[config.mk]
export PLATFORM = sky130hd
export DESIGN_NAME = microwire_eeprom_read_sequencer_flat
export DESIGN_NICKNAME = d
export VERILOG_FILES = /design/src/hw/rtl/mwr_pkg.sv /design/src/hw/rtl/mwr_ifs.sv /design/src/hw/rtl/microwire_eeprom_read_sequencer.sv /design/src/hw/rtl/mwr_seq_core.sv /design/src/hw/rtl/mwr_out_reg.sv /design/src/flat_wrapper.sv
export SDC_FILE = /design/constraint.sdc
export NUM_CORES = 1
export LEC_CHECK = 0
export BUFFER_PORTS_ARGS = -buffer_cell sky130_fd_sc_hd__buf_2
export CAP_MARGIN = 20
export CORE_MARGIN = 3
export CORE_UTILIZATION = 51
export DETAILED_ROUTE_END_ITERATION = 10
export HOLD_SLACK_MARGIN = 0.12
export PLACE_DENSITY = 0.72
export SYNTH_ARGS = -nofsm -noshare
export SYNTH_HDL_FRONTEND = slang
export SYNTH_HIERARCHICAL = 1
export SYNTH_SLANG_ARGS = --single-unit
[constraint.sdc]
create_clock -name clk -period 4.56 [get_ports clk]
set_clock_uncertainty 0.2 [all_clocks]
set_input_delay 0.228 -clock clk [delete_from_list [all_inputs] [get_ports clk]]
set_output_delay 0.228 -clock clk [all_outputs]
set_load 0.03 [all_outputs]
[src/hw/rtl/mwr_pkg.sv]
package mwr_pkg;

    // Control register bits
    localparam logic [7:0] CTL_ENB  = 8'h80;
    localparam logic [7:0] CTL_CS   = 8'h08;
    localparam logic [7:0] CTL_SK   = 8'h04;
    localparam logic [7:0] CTL_DI   = 8'h02;
    localparam logic [7:0] CTL_DONE = 8'hF7;

    // Action codes
    localparam logic ACT_START = 1'b0;
    localparam logic ACT_TICK  = 1'b1;

    localparam int          CMD_W     = 13;
    localparam logic [2:0]  READ_OP   = 3'b110;
    localparam logic [3:0]  MAX_WIDTH = 4'd8;
    localparam logic [3:0]  CMD_EXTRA = 4'd5;   // start bit + opcode + 2 bit slack

    typedef struct packed {
        logic       action;
        logic [7:0] word_address;
        logic [3:0] address_width;
        logic       serial_data_in;
    } in_item_t;

    typedef struct packed {
        logic [7:0]  control_byte;
        logic        word_ready;
        logic [15:0] read_word;
    } result_t;

endpackage

[src/hw/rtl/mwr_ifs.sv]
interface mwr_in_if;
    logic       valid;
    logic       ready;
    logic       action;
    logic [7:0] word_address;
    logic [3:0] address_width;
    logic       serial_data_in;

    modport source (output valid, action, word_address, address_width, serial_data_in,
                    input ready);
    modport sink   (input valid, action, word_address, address_width, serial_data_in,
                    output ready);
endinterface

interface mwr_out_if;
    logic        valid;
    logic        ready;
    logic [7:0]  control_byte;
    logic        word_ready;
    logic [15:0] read_word;

    modport source (output valid, control_byte, word_ready, read_word, input ready);
    modport sink   (input valid, control_byte, word_ready, read_word, output ready);
endinterface

[src/hw/rtl/microwire_eeprom_read_sequencer.sv]
// Three-wire serial EEPROM read sequencer.
// in_ch carries items: action 0 arms a read (address and width latched,
// widths above 8 held at 8; ignored while a read runs), action 1 is one tick
// that yields the next control-register byte. out_ch carries one result per
// tick while a read runs: control_byte, and on the last tick word_ready with
// the assembled read_word (zero otherwise).
// A read takes 2 + 2*(width+5) + 1 + 2*WORD_BITS + 1 ticks, 62 at width 8.
// A tick's result is captured in the output register in the cycle after its
// transfer. Throughput: one item per cycle while the receiver keeps up; the
// step counter and shift register update on each accepted item, and the output
// register lets the next item in while the previous result is still on offer.
// If the receiver stalls with a result held, in_ch.ready drops until that
// result is taken; starts and idle ticks are blocked the same way.
// Reset clears the sequencer to idle and empties the output register.
module microwire_eeprom_read_sequencer
    import mwr_pkg::*;
#(
    parameter int WORD_BITS = 16
)
(
    input logic      clk,
    input logic      rst_n,
    mwr_in_if.sink   in_ch,
    mwr_out_if.source out_ch
);

    in_item_t item;
    result_t  res;
    result_t  out_res;
    logic     res_valid;
    logic     can_take;
    logic     take;

    assign item.action         = in_ch.action;
    assign item.word_address   = in_ch.word_address;
    assign item.address_width  = in_ch.address_width;
    assign item.serial_data_in = in_ch.serial_data_in;

    assign in_ch.ready = can_take;
    assign take        = in_ch.valid && can_take;

    // step counter, command register and data shift register
    mwr_seq_core #(
        .WORD_BITS (WORD_BITS)
    ) u_core (
        .clk       (clk),
        .rst_n     (rst_n),
        .take      (take),
        .item      (item),
        .res_valid (res_valid),
        .res       (res)
    );

    // result register towards out_ch
    mwr_out_reg u_out (
        .clk       (clk),
        .rst_n     (rst_n),
        .res_valid (res_valid),
        .res       (res),
        .can_take  (can_take),
        .out_valid (out_ch.valid),
        .out_ready (out_ch.ready),
        .out_res   (out_res)
    );

    assign out_ch.control_byte = out_res.control_byte;
    assign out_ch.word_ready   = out_res.word_ready;
    assign out_ch.read_word    = out_res.read_word;

    // The final transfer of a read always writes the release value
    a_done_byte: assert property (@(posedge clk) disable iff (!rst_n)
        out_ch.valid && out_ch.word_ready |-> out_ch.control_byte == CTL_DONE)
        else $error("word_ready without release byte");

    // Word is only presented on the final tick
    a_word_zero: assert property (@(posedge clk) disable iff (!rst_n)
        out_ch.valid && !out_ch.word_ready |-> out_ch.read_word == 16'h0000)
        else $error("read_word non-zero before the end of a read");

    // A held result blocks the input side
    a_stall: assert property (@(posedge clk) disable iff (!rst_n)
        out_ch.valid && !out_ch.ready |-> !in_ch.ready)
        else $error("input accepted while result stalled");

    // Enable bit is set in every byte written
    a_enable: assert property (@(posedge clk) disable iff (!rst_n)
        out_ch.valid |-> out_ch.control_byte[7])
        else $error("enable bit clear");

endmodule

[src/hw/rtl/mwr_seq_core.sv]
module mwr_seq_core
    import mwr_pkg::*;
#(
    parameter int WORD_BITS = 16
)
(
    input  logic     clk,
    input  logic     rst_n,
    input  logic     take,
    input  in_item_t item,
    output logic     res_valid,
    output result_t  res
);

    localparam int STEP_W = $clog2(2 * WORD_BITS + 30);
    localparam logic [STEP_W-1:0] DATA_STEPS = STEP_W'(2 * WORD_BITS);

    logic              busy_reg, busy_next;
    logic [STEP_W-1:0] step_reg, step_next;
    logic [CMD_W-1:0]  cmd_reg, cmd_next;
    logic [3:0]        width_reg, width_next;
    logic [15:0]       shift_reg, shift_next;

    logic [3:0]        w_sat;
    logic [4:0]        nbits;
    logic [STEP_W-1:0] cmd_end;
    logic [STEP_W-1:0] data_end;
    logic [STEP_W-1:0] k;
    logic [STEP_W-1:0] sel;
    logic [3:0]        idx;
    logic [7:0]        ctl;
    logic              done;

    always_comb
    begin
        w_sat    = (item.address_width > MAX_WIDTH) ? MAX_WIDTH : item.address_width;
        nbits    = {1'b0, width_reg} + {1'b0, CMD_EXTRA};
        cmd_end  = STEP_W'(2) + STEP_W'({nbits, 1'b0});
        data_end = cmd_end + STEP_W'(1) + DATA_STEPS;
        k        = step_reg - STEP_W'(2);
        sel      = step_reg - (cmd_end + STEP_W'(1));
        idx      = 4'(nbits - 5'd1 - 5'(k >> 1));
        done     = 1'b0;
        shift_next = shift_reg;

        if (step_reg == '0) begin
            ctl = CTL_ENB;
        end else if (step_reg == STEP_W'(1)) begin
            ctl = CTL_ENB | CTL_CS;
        end else if (step_reg < cmd_end) begin
            // command bit, clock low then clock high
            ctl = CTL_ENB | CTL_CS | (cmd_reg[idx] ? CTL_DI : 8'h00) | (k[0] ? CTL_SK : 8'h00);
        end else if (step_reg == cmd_end) begin
            ctl = CTL_ENB | CTL_CS;
        end else if (step_reg < data_end) begin
            if (!sel[0]) begin
                ctl        = CTL_ENB | CTL_CS | CTL_SK;
                shift_next = {shift_reg[14:0], item.serial_data_in};
            end else begin
                ctl = CTL_ENB | CTL_CS;
            end
        end else begin
            ctl  = CTL_DONE;
            done = 1'b1;
        end
    end

    always_comb
    begin
        busy_next  = busy_reg;
        step_next  = step_reg;
        cmd_next   = cmd_reg;
        width_next = width_reg;
        res_valid  = 1'b0;
        res.control_byte = ctl;
        res.word_ready   = done;
        res.read_word    = done ? shift_reg : 16'h0000;

        if (take) begin
            if (item.action == ACT_START) begin
                if (!busy_reg) begin
                    width_next = w_sat;
                    cmd_next   = CMD_W'(item.word_address) | (CMD_W'(READ_OP) << w_sat);
                    step_next  = '0;
                    busy_next  = 1'b1;
                end
            end else if (busy_reg) begin
                res_valid = 1'b1;
                busy_next = !done;
                step_next = done ? '0 : step_reg + STEP_W'(1);
            end
        end
    end

    always_ff @(posedge clk or negedge rst_n)
    begin
        if (!rst_n) begin
            busy_reg  <= 1'b0;
            step_reg  <= '0;
            cmd_reg   <= '0;
            width_reg <= '0;
            shift_reg <= '0;
        end else begin
            busy_reg  <= busy_next;
            step_reg  <= step_next;
            cmd_reg   <= cmd_next;
            width_reg <= width_next;
            if (take && item.action == ACT_START && !busy_reg)
                shift_reg <= '0;
            else if (take && item.action == ACT_TICK && busy_reg)
                shift_reg <= shift_next;
        end
    end

endmodule

[src/hw/rtl/mwr_out_reg.sv]
module mwr_out_reg
    import mwr_pkg::*;
(
    input  logic    clk,
    input  logic    rst_n,
    input  logic    res_valid,
    input  result_t res,
    output logic    can_take,
    output logic    out_valid,
    input  logic    out_ready,
    output result_t out_res
);

    logic    valid_reg, valid_next;
    result_t data_reg;

    // room when empty or draining this cycle
    assign can_take  = !valid_reg || out_ready;
    assign out_valid = valid_reg;
    assign out_res   = data_reg;

    always_comb
    begin
        valid_next = valid_reg;
        if (can_take)
            valid_next = res_valid;
    end

    always_ff @(posedge clk or negedge rst_n)
    begin
        if (!rst_n)
            valid_reg <= 1'b0;
        else
            valid_reg <= valid_next;
    end

    always_ff @(posedge clk)
    begin
        if (can_take && res_valid)
            data_reg <= res;
    end

endmodule
[src/flat_wrapper.sv]
// flat-port wrapper written by rule: the top's interface ports become plain ports
module microwire_eeprom_read_sequencer_flat import mwr_pkg::*;
#(
    parameter int WORD_BITS = 16
)
  (clk, rst_n, in_ch_valid, in_ch_action, in_ch_word_address, in_ch_address_width, in_ch_serial_data_in, in_ch_ready, out_ch_valid, out_ch_control_byte, out_ch_word_ready, out_ch_read_word, out_ch_ready);
  mwr_in_if in_ch_i ();
  mwr_out_if out_ch_i ();
  input logic clk;
  input logic rst_n;
  input wire logic [$bits(in_ch_i.valid)-1:0] in_ch_valid;
  input wire logic [$bits(in_ch_i.action)-1:0] in_ch_action;
  input wire logic [$bits(in_ch_i.word_address)-1:0] in_ch_word_address;
  input wire logic [$bits(in_ch_i.address_width)-1:0] in_ch_address_width;
  input wire logic [$bits(in_ch_i.serial_data_in)-1:0] in_ch_serial_data_in;
  output wire logic [$bits(in_ch_i.ready)-1:0] in_ch_ready;
  output wire logic [$bits(out_ch_i.valid)-1:0] out_ch_valid;
  output wire logic [$bits(out_ch_i.control_byte)-1:0] out_ch_control_byte;
  output wire logic [$bits(out_ch_i.word_ready)-1:0] out_ch_word_ready;
  output wire logic [$bits(out_ch_i.read_word)-1:0] out_ch_read_word;
  input wire logic [$bits(out_ch_i.ready)-1:0] out_ch_ready;
  assign in_ch_i.valid = in_ch_valid;
  assign in_ch_i.action = in_ch_action;
  assign in_ch_i.word_address = in_ch_word_address;
  assign in_ch_i.address_width = in_ch_address_width;
  assign in_ch_i.serial_data_in = in_ch_serial_data_in;
  assign in_ch_ready = in_ch_i.ready;
  assign out_ch_valid = out_ch_i.valid;
  assign out_ch_control_byte = out_ch_i.control_byte;
  assign out_ch_word_ready = out_ch_i.word_ready;
  assign out_ch_read_word = out_ch_i.read_word;
  assign out_ch_i.ready = out_ch_ready;
  microwire_eeprom_read_sequencer #(.WORD_BITS(WORD_BITS)) u_core (.clk(clk), .rst_n(rst_n), .in_ch(in_ch_i), .out_ch(out_ch_i));
endmodule
==> results_tabular.tex, run 1 <==
\begin{tabular}{lr}
\hline
Metric & Value \\
\hline
\multicolumn{2}{l}{\textbf{Floorplanning}} \\
\quad Die span in y & roughly 87 um \\
\quad Number of placement rows & 29 \\
\quad Floorplan die width & roughly 87 um \\
\quad Area enclosed by the die boundary & between 0.007 and 0.008 mm2 \\
\quad Initial Utilization & 52.9\% \\
\quad Total I/O pin count & 45 \\
\quad Area of the placeable core & 0.00639 mm2 \\
\multicolumn{2}{l}{\textbf{Route}} \\
\quad Violation count after the first detailed-routing iteration & 140 \\
\quad Via count & 2,361 \\
\quad Post-route antenna net violation count & 0 \\
\quad Average vias per placed instance & about 5.4 \\
\quad Wire length per cell after detailed routing & about 15 um \\
\quad DRT Wirelength & 6620 um \\
\quad Detailed-router iteration count before antenna repair & 4 \\
\quad DRC & 0 \\
\multicolumn{2}{l}{\textbf{Setup path}} \\
\quad Worst setup path category & reg -> reg \\
\quad Critical path's top delay family & simple AND/OR/NAND/NOR gates \\
\quad Endpoint of the lowest-slack register-to-register path & u\_core/u\_core/shift\_reg[7]\$\_DFFE\_PN0P\_ \\
\quad Sort of element at the start of the critical path & flip-flop \\
\quad R2R Path Start & u\_core/u\_core/width\_reg[0]\$\_DFFE\_PN0P\_ \\
\quad Worst r2r path cells & 11 \\
\quad Worst setup slack for register-to-register paths & about 0.74 ns \\
\quad Arrival time of data at the critical path endpoint & around 3.9 ns \\
\quad Buffers \& Inverters on Critical Path & 1 \\
\quad Cell Chain, Critical Path & inv\_1 > ha\_1 > a21oi\_1 > nor2b\_1 > a221o\_1 > ha\_1 > nand4b\_1 > o221a\_2 > or4b\_1 > mux2i\_1 > nor2\_1 \\
\quad Cell at the slowest stage of the critical path & or4b\_1 \\
\quad Crit path top cell by count & ha\_1 \\
\quad CP Max Fanout & 16 \\
\quad Peak per-stage delay on the critical path & between 0.9 and 1 ns \\
\quad Type of destination of the critical path & flip-flop \\
\quad Data required time at the worst endpoint & around 4.6 ns \\
\multicolumn{2}{l}{\textbf{Layout}} \\
\quad Most used cells in the layout excluding fill and tap cells & 44 x buf\_2, 41 x dfrtp\_1, 30 x nor2\_1, 30 x nand2\_1, 25 x edfxtp\_1 \\
\quad Non-filler instance count after layout & between 400 and 500 \\
\quad Diode insertion count for antenna repair & 0 \\
\quad Area delta synth->final & 19.9\% \\
\quad Fraction of final layout cells sized beyond drive strength 1 & a little under a fifth \\
\quad Total Nets Final & 397 \\
\quad Max reg flops & 25 \\
\quad Most frequent standard cell in the layout excluding fill and tap cells & buf\_2 \\
\quad Utilization of the core after routing & a little under two thirds \\
\quad Final Cell Area & approximately 0.0041 mm2 \\
\multicolumn{2}{l}{\textbf{GRT}} \\
\quad Wire length of the first global-routing pass & 10,900 um \\
\quad Antenna violations before repair & 0 \\
\quad Vias in the first global route & 2,291 \\
\quad Overall Global Routing Usage & approximately a fifth \\
\quad Global-route congestion overflow total & 0 \\
\quad Largest net degree at the start of global routing & 42 \\
\multicolumn{2}{l}{\textbf{Clock network}} \\
\quad Clock buffers created by TritonCTS & 9 \\
\quad Number of setup buffers added after CTS & 0 \\
\quad H-Tree Depth & 3 \\
\quad Total number of clock tree sinks & 66 \\
\quad Clock transition at path regs & roughly 0.080 ns \\
\quad Clock root cell & clkbuf\_8 \\
\quad Count of hold-fix buffers inserted at cts & 20 \\
\quad Worst-skew pair later-pin latency & approximately 0.34 ns \\
\quad Buffer levels on the longest clock path & 2 \\
\quad Clock tree from TritonCTS & built \\
\quad Number of gates resized after cts & 0 \\
\multicolumn{2}{l}{\textbf{Logic synthesis}} \\
\quad Post-Syn Area & about 0.0034 mm2 \\
\quad Number of distinct library cell variants in the gate-level netlist after synthesis & 50 \\
\quad Flop and latch count out of synthesis & 66 \\
\quad Dominant synthesized flop cell & dfrtp\_1 \\
\quad Synth area leader & dfrtp\_1 \\
\quad Portion of the post-synthesis area used by sequential elements & a little over half \\
\quad Average cell area after synthesis & about 11 um2 \\
\quad Count of flip-flops with a built-in enable after synthesis & 25 \\
\quad Mapped Cells & roughly 300 \\
\quad Fraction of synthesis flops using an asynchronous set or reset pin & between 60\% and 70\% \\
\quad Ys Warns & 6 \\
\quad Dominant cells by area after synthesis & dfrtp\_1 30\%, edfxtp\_1 22\%, ha\_1 7.0\%, mux2i\_1 5.6\%, and2\_1 3.3\% \\
\quad Synthesized netlist net count & 337 \\
\quad Post-synth top area share & between 30 and 40\% \\
\multicolumn{2}{l}{\textbf{Pwr}} \\
\quad Overall power consumption & $\sim$1.9 mW \\
\quad Lkg Pwr & 1.99 nW \\
\quad PD cells & between 400 and 500 mW/mm2 \\
\quad IR Drop Worst-Case VDD & around 0.29 mV \\
\multicolumn{2}{l}{\textbf{Placement}} \\
\quad Detailed-placement wirelength estimate & 4460 um \\
\quad Port bufs & 44 \\
\quad RePlAce Congestion & 0.806 \\
\quad Worst setup timing slack at the placement stage & between 0.7 and 0.8 ns \\
\quad Instance area after placement & 0.00363 mm2 \\
\quad Count of placed standard cells including taps & just over 400 \\
\multicolumn{2}{l}{\textbf{Hold path}} \\
\quad Worst min path class & in -> reg \\
\quad Endpoint with the worst hold slack & u\_core/u\_core/busy\_reg\$\_DFFE\_PN0P\_ \\
\quad Hold Path Depth & 4 \\
\quad Startpoint of the worst hold path & in\_ch\_valid \\
\multicolumn{2}{l}{\textbf{Timing}} \\
\quad Final-layout worst hold slack & 0.243 ns \\
\quad Unrepaired setup endpoints after global routing & no \\
\quad Final count of pins violating max slew & 0 \\
\quad Count of endpoints failing hold in the final timing report & 0 \\
\quad Final setup violating endpoints & 0 \\
\quad Min cycle time layout & about 3.8 ns \\
\quad Slew at the pin closest to its max-slew limit & approximately 0.94 ns \\
\quad Relative slew margins & about 37\% \\
\quad Max Freq & about 0.26 GHz \\
\quad Share of the clock period used by the worst path & 83.8\% \\
\quad Fin Setup TNS & 0 ns \\
\quad Setup slack after layout & roughly 0.74 ns \\
\multicolumn{2}{l}{\textbf{Outcome}} \\
\quad Status & finished clean \\
\multicolumn{2}{l}{\textbf{Flow run}} \\
\quad Total of max-cap violations & 0 \\
\hline
\end{tabular}
-- worst max-delay path by stage --
stage | start | endpoint | slack (ns) | cells past startpoint
final | u_core/u_core/width_reg[0]$_DFFE_PN0P_ | u_core/u_core/shift_reg[7]$_DFFE_PN0P_ | 0.74 | 11
after global routing | u_core/u_core/width_reg[0]$_DFFE_PN0P_ | u_core/u_core/shift_reg[8]$_DFFE_PN0P_ | 0.49 | 11
after CTS | u_core/u_core/width_reg[0]$_DFFE_PN0P_ | u_core/u_core/shift_reg[5]$_DFFE_PN0P_ | 0.76 | 11
after detailed placement | u_core/u_core/width_reg[0]$_DFFE_PN0P_ | u_core/u_core/shift_reg[5]$_DFFE_PN0P_ | 0.79 | 11
after global placement | u_core/u_core/width_reg[0]$_DFFE_PN0P_ | u_core/u_core/shift_reg[12]$_DFFE_PN0P_ | 0.84 | 10
after floorplan | u_core/u_core/width_reg[0]$_DFFE_PN0P_ | u_core/u_out/out_res[10]$_DFFE_PP_ | 1.22 | 10
-- final cells by class --
class | count | area, um2
clock buffer | 9 | 124
clock inverter | 7 | 101
fill | 505 | 2330
inverter | 11 | 41.3
multi-input combinational | 204 | 1450
sequential | 66 | 1780
tap | 77 | 96.3
timing repair buffer | 67 | 463
-- logic make-up (layout without fill, tap and decap cells) --
| kind of cell | count (synthesis) | after routing | share of synthesized area, % |
|---|---|---|---|
| buf+inv | 29 | 94 | 4.66 |
| xor+xnor | 9 | 9 | 2.74 |
| mux | 22 | 22 | 7.96 |
| flops | 66 | 66 | 52.6 |
| simple gates | 109 | 109 | 16.1 |
| other cells | 1 | 1 | 0.111 |
| fa+ha+maj | 20 | 20 | 7.62 |
| compound gates | 43 | 43 | 8.29 |
-- Yosys cell counts (all sizes together), types with 2 or more instances --
cell and count:
mux4 3, nor4 2, edfxtp 25, o21ai 8, a2bb2oi 2, nand4b 2, nor2b 5, nand3 5
nand2b 6, dfrtp 41, a21o 3, buf 9, a21oi 16, nand2 30, clkbuf 9, xor2 2
nor3 3, o31ai 2, and2 19, o21a 2, nor3b 2, nand4 2, inv 11, ha 19
mux2i 19, xnor2 6, nor2 30
-- per-layer routing --
metal  global-route usage [%]  up-vias  wire (um)
met1                     24.4     1125       2960
met3                     3.78       12        256
met2                     30.5       65       3270
met4                     7.53        0        126
li1                         -     1159          -
met5                        0        -          0
-- tightest hold or removal path, stage by stage --
cell and delay [ns]:
buf_2 0.09, and2_1 0.23, nand2_1 0.09, a22o_1 0.12
-- power by group --
part | leakage (nW) | internal [mW] | total (mW) | switching (mW)
Sequential | 0.775 | 0.679 | 0.736 | 0.0566
Combinational | 1.11 | 0.268 | 0.573 | 0.305
Clock | 0.112 | 0.313 | 0.557 | 0.244
Note: power is estimated with default switching activity, not from simulation.
==> run 2, diff against run 1 <==
==> constraint.sdc (replaced) <==
create_clock -name clk -period 3.6 [get_ports clk]
set_clock_uncertainty 0.2 [all_clocks]
set_input_delay 0.18 -clock clk [delete_from_list [all_inputs] [get_ports clk]]
set_output_delay 0.18 -clock clk [all_outputs]
set_load 0.03 [all_outputs]
==> results_tabular.tex, run 2 (synthesis gave the netlist of run 1 again) <==
\begin{tabular}{lr}
\hline
Metric & Value \\
\hline
\multicolumn{2}{l}{\textbf{Route}} \\
\quad DRT Wirelength & around 6500 um \\
\quad Average vias per placed instance & roughly 5.4 \\
\quad Via count & 2,391 \\
\quad DRC & 0 \\
\quad Post-route antenna net violation count & 0 \\
\quad Violation count after the first detailed-routing iteration & approximately 110 \\
\quad Wire length per cell after detailed routing & 14.5 um \\
\quad Detailed-router iteration count before antenna repair & 4 \\
\multicolumn{2}{l}{\textbf{Clock network}} \\
\quad Worst-skew pair later-pin latency & 0.34 ns \\
\quad H-Tree Depth & 3 \\
\quad Clock tree from TritonCTS & built \\
\quad Clock buffers created by TritonCTS & 9 \\
\quad Clock transition at path regs & roughly 0.08 ns \\
\quad Total number of clock tree sinks & between 60 and 70 \\
\quad Clock root cell & clkbuf\_8 \\
\quad Buffer levels on the longest clock path & 2 \\
\multicolumn{2}{l}{\textbf{Placement}} \\
\quad RePlAce Congestion & $\sim$0.86 \\
\quad Count of placed standard cells including taps & 408 \\
\quad Detailed-placement wirelength estimate & $\sim$4300 um \\
\quad Port bufs & 44 \\
\multicolumn{2}{l}{\textbf{Timing}} \\
\quad Share of the clock period used by the worst path & roughly 94\% \\
\quad Fin Setup TNS & 0 ns \\
\quad Slew at the pin closest to its max-slew limit & slightly above 0.9 ns \\
\quad Final count of pins violating max slew & 0 \\
\quad Final setup violating endpoints & 0 \\
\quad Min cycle time layout & approximately 3.4 ns \\
\quad Relative slew margins & between 30\% and 40\% \\
\quad Count of endpoints failing hold in the final timing report & 0 \\
\quad Max Freq & slightly below 0.3 GHz \\
\quad Unrepaired setup endpoints after global routing & no \\
\multicolumn{2}{l}{\textbf{Layout}} \\
\quad Most frequent standard cell in the layout excluding fill and tap cells & buf\_2 \\
\quad Non-filler instance count after layout & approximately 450 \\
\quad Total Nets Final & approximately 400 \\
\quad Utilization of the core after routing & roughly 64\% \\
\quad Area of the multi-input gates & between 0.001 and 0.0015 mm2 \\
\quad Fraction of final layout cells sized beyond drive strength 1 & 20.9\% \\
\quad Diode insertion count for antenna repair & 0 \\
\quad Max reg flops & 25 \\
\quad Fill cell instance count of the final layout & approximately 500 \\
\quad Register area & around 0.0018 mm2 \\
\quad Most used cells in the layout excluding fill and tap cells & 44 x buf\_2, 40 x dfrtp\_1, 30 x nor2\_1, 30 x nand2\_1, 25 x edfxtp\_1 \\
\quad Area delta synth->final & 21.1\% \\
\multicolumn{2}{l}{\textbf{Floorplanning}} \\
\quad Total I/O pin count & 45 \\
\quad Floorplan die width & 87.4 um \\
\quad Number of placement rows & 29 \\
\quad Area of the placeable core & approximately 0.0064 mm2 \\
\quad Die span in y & 87.4 um \\
\quad Initial Utilization & a little over half \\
\quad Area enclosed by the die boundary & between 0.007 and 0.008 mm2 \\
\multicolumn{2}{l}{\textbf{GRT}} \\
\quad Largest net degree at the start of global routing & 42 \\
\quad Wire length of the first global-routing pass & about 11,000 um \\
\quad Overall Global Routing Usage & between 10\% and 20\% \\
\quad Vias in the first global route & 2,350 \\
\quad Global-route congestion overflow total & 0 \\
\quad Antenna violations before repair & 0 \\
\multicolumn{2}{l}{\textbf{Hold path}} \\
\quad Worst min path class & in -> reg \\
\multicolumn{2}{l}{\textbf{Setup path}} \\
\quad CP Max Fanout & 16 \\
\quad Data required time at the worst endpoint & 3.60 ns \\
\quad Arrival time of data at the critical path endpoint & between 3 and 4 ns \\
\quad Sort of element at the start of the critical path & flip-flop \\
\quad Type of destination of the critical path & flip-flop \\
\quad Worst setup path category & reg -> reg \\
\multicolumn{2}{l}{\textbf{Outcome}} \\
\quad Status & finished clean \\
\multicolumn{2}{l}{\textbf{Pwr}} \\
\quad Lkg Pwr & between 2 and 2.5 nW \\
\quad Clock power frac & $\sim$27\% \\
\quad Share of power burned in registers & 40.3\% \\
\quad Part of the power in combinational logic & 32.5\% \\
\quad PD cells & between 500 and 600 mW/mm2 \\
\quad Internal portion of total power & 1.55 mW \\
\quad Switching share of power & around a third \\
\quad IR Drop Worst-Case VDD & about 0.35 mV \\
\quad Switching power & about 0.77 mW \\
\multicolumn{2}{l}{\textbf{Flow run}} \\
\quad Total of max-cap violations & 0 \\
\hline
\end{tabular}
==> run 2: changes by cell type in the layout (fill, tap and decap cells not counted), sizes merged <==
cell,previous run,this run
buf,47,51
clkinv,2,4
bufinv,2,1
clkinvlp,1,0
dlygate4sd3,20,21
==> run 2: timing repair <==
action,in CTS,in global routing
setup buffers,0,1
setup endpoints to repair,0,17
resized for setup,0,8
hold buffers,21,0
hold endpoints to repair,62,0
==> run 2: critical path, stage by stage (launching register included) <==
cell      delay, ns
dfrtp_2        0.39
inv_1          0.09
ha_1           0.23
nor3b_1        0.15
a221o_1        0.39
ha_4           0.25
nand4b_1       0.24
o221a_4        0.33
or4b_1         0.54
buf_8          0.19
mux2i_1        0.16
nor2_1         0.06
==> run 2: final cells by class <==
| type | instances | area share, % |
|---|---|---|
| flip-flops and latches | 66 | 43.4 |
| multi-input cells | 204 | 36.3 |
| clock buffers | 9 | 3.03 |
| well taps | 77 | 2.35 |
| inverters | 11 | 1.01 |
| repair buffers | 72 | 12.0 |
| clock inverters | 7 | 1.89 |
==> run 2: stage by stage <==
stage | worst slack (ns) | area (um2) | hold WS [ns] | power (mW)
2_1_floorplan | 0.262 | 3380 | -0.316 | 1.49
3_5_place_dp | 0.130 | 3630 | 0.178 | 1.65
3_3_place_gp | 0.198 | 3630 | 0.173 | 1.63
4_1_cts | 0.0974 | 4040 | 0.182 | 2.30
5_1_grt | 0.0394 | 4090 | 0.243 | 2.46
6_report | 0.234 | 4090 | 0.200 | 2.32
==> run 2: power by group through the flow <==
stage / combinational (mW) / clock (mW) / sequential [mW]
2_1_floorplan: 0.536 / 0 / 0.955
3_3_place_gp: 0.688 / 0 / 0.943
3_5_place_dp: 0.698 / 0 / 0.947
4_1_cts: 0.725 / 0.648 / 0.932
5_1_grt: 0.838 / 0.677 / 0.944
6_report: 0.754 / 0.632 / 0.934
==> run 2: metal layers <==
metal,wire length (um),up-vias,GRT usage [%]
met3,215,7,4.64
met2,3200,48,30.4
met5,0,-,0
li1,-,1169,-
met1,2980,1167,23.5
met4,68,0,6.69
==> run 2: worst paths after layout <==
| check | startpoint | to | slack (ns) | cells past startpoint |
|---|---|---|---|---|
| min in group asynchronous | rst_n | u_core/u_core/step_reg[3]$_DFFE_PN0P_ | 0.31 | 2 |
| max in group asynchronous | rst_n | u_core/u_core/width_reg[0]$_DFFE_PN0P_ | 2.27 | 2 |
| worst min register to register | u_core/u_core/cmd_reg[10]$_DFFE_PN0P_ | u_core/u_core/cmd_reg[10]$_DFFE_PN0P_ | 0.27 | 2 |
| worst max register to register | u_core/u_core/width_reg[0]$_DFFE_PN0P_ | u_core/u_core/shift_reg[3]$_DFFE_PN0P_ | 0.23 | 11 |
| worst min-delay path | in_ch_valid | u_core/u_core/busy_reg$_DFFE_PN0P_ | 0.20 | 4 |
| worst max-delay path | u_core/u_core/width_reg[0]$_DFFE_PN0P_ | u_core/u_core/shift_reg[3]$_DFFE_PN0P_ | 0.23 | 11 |
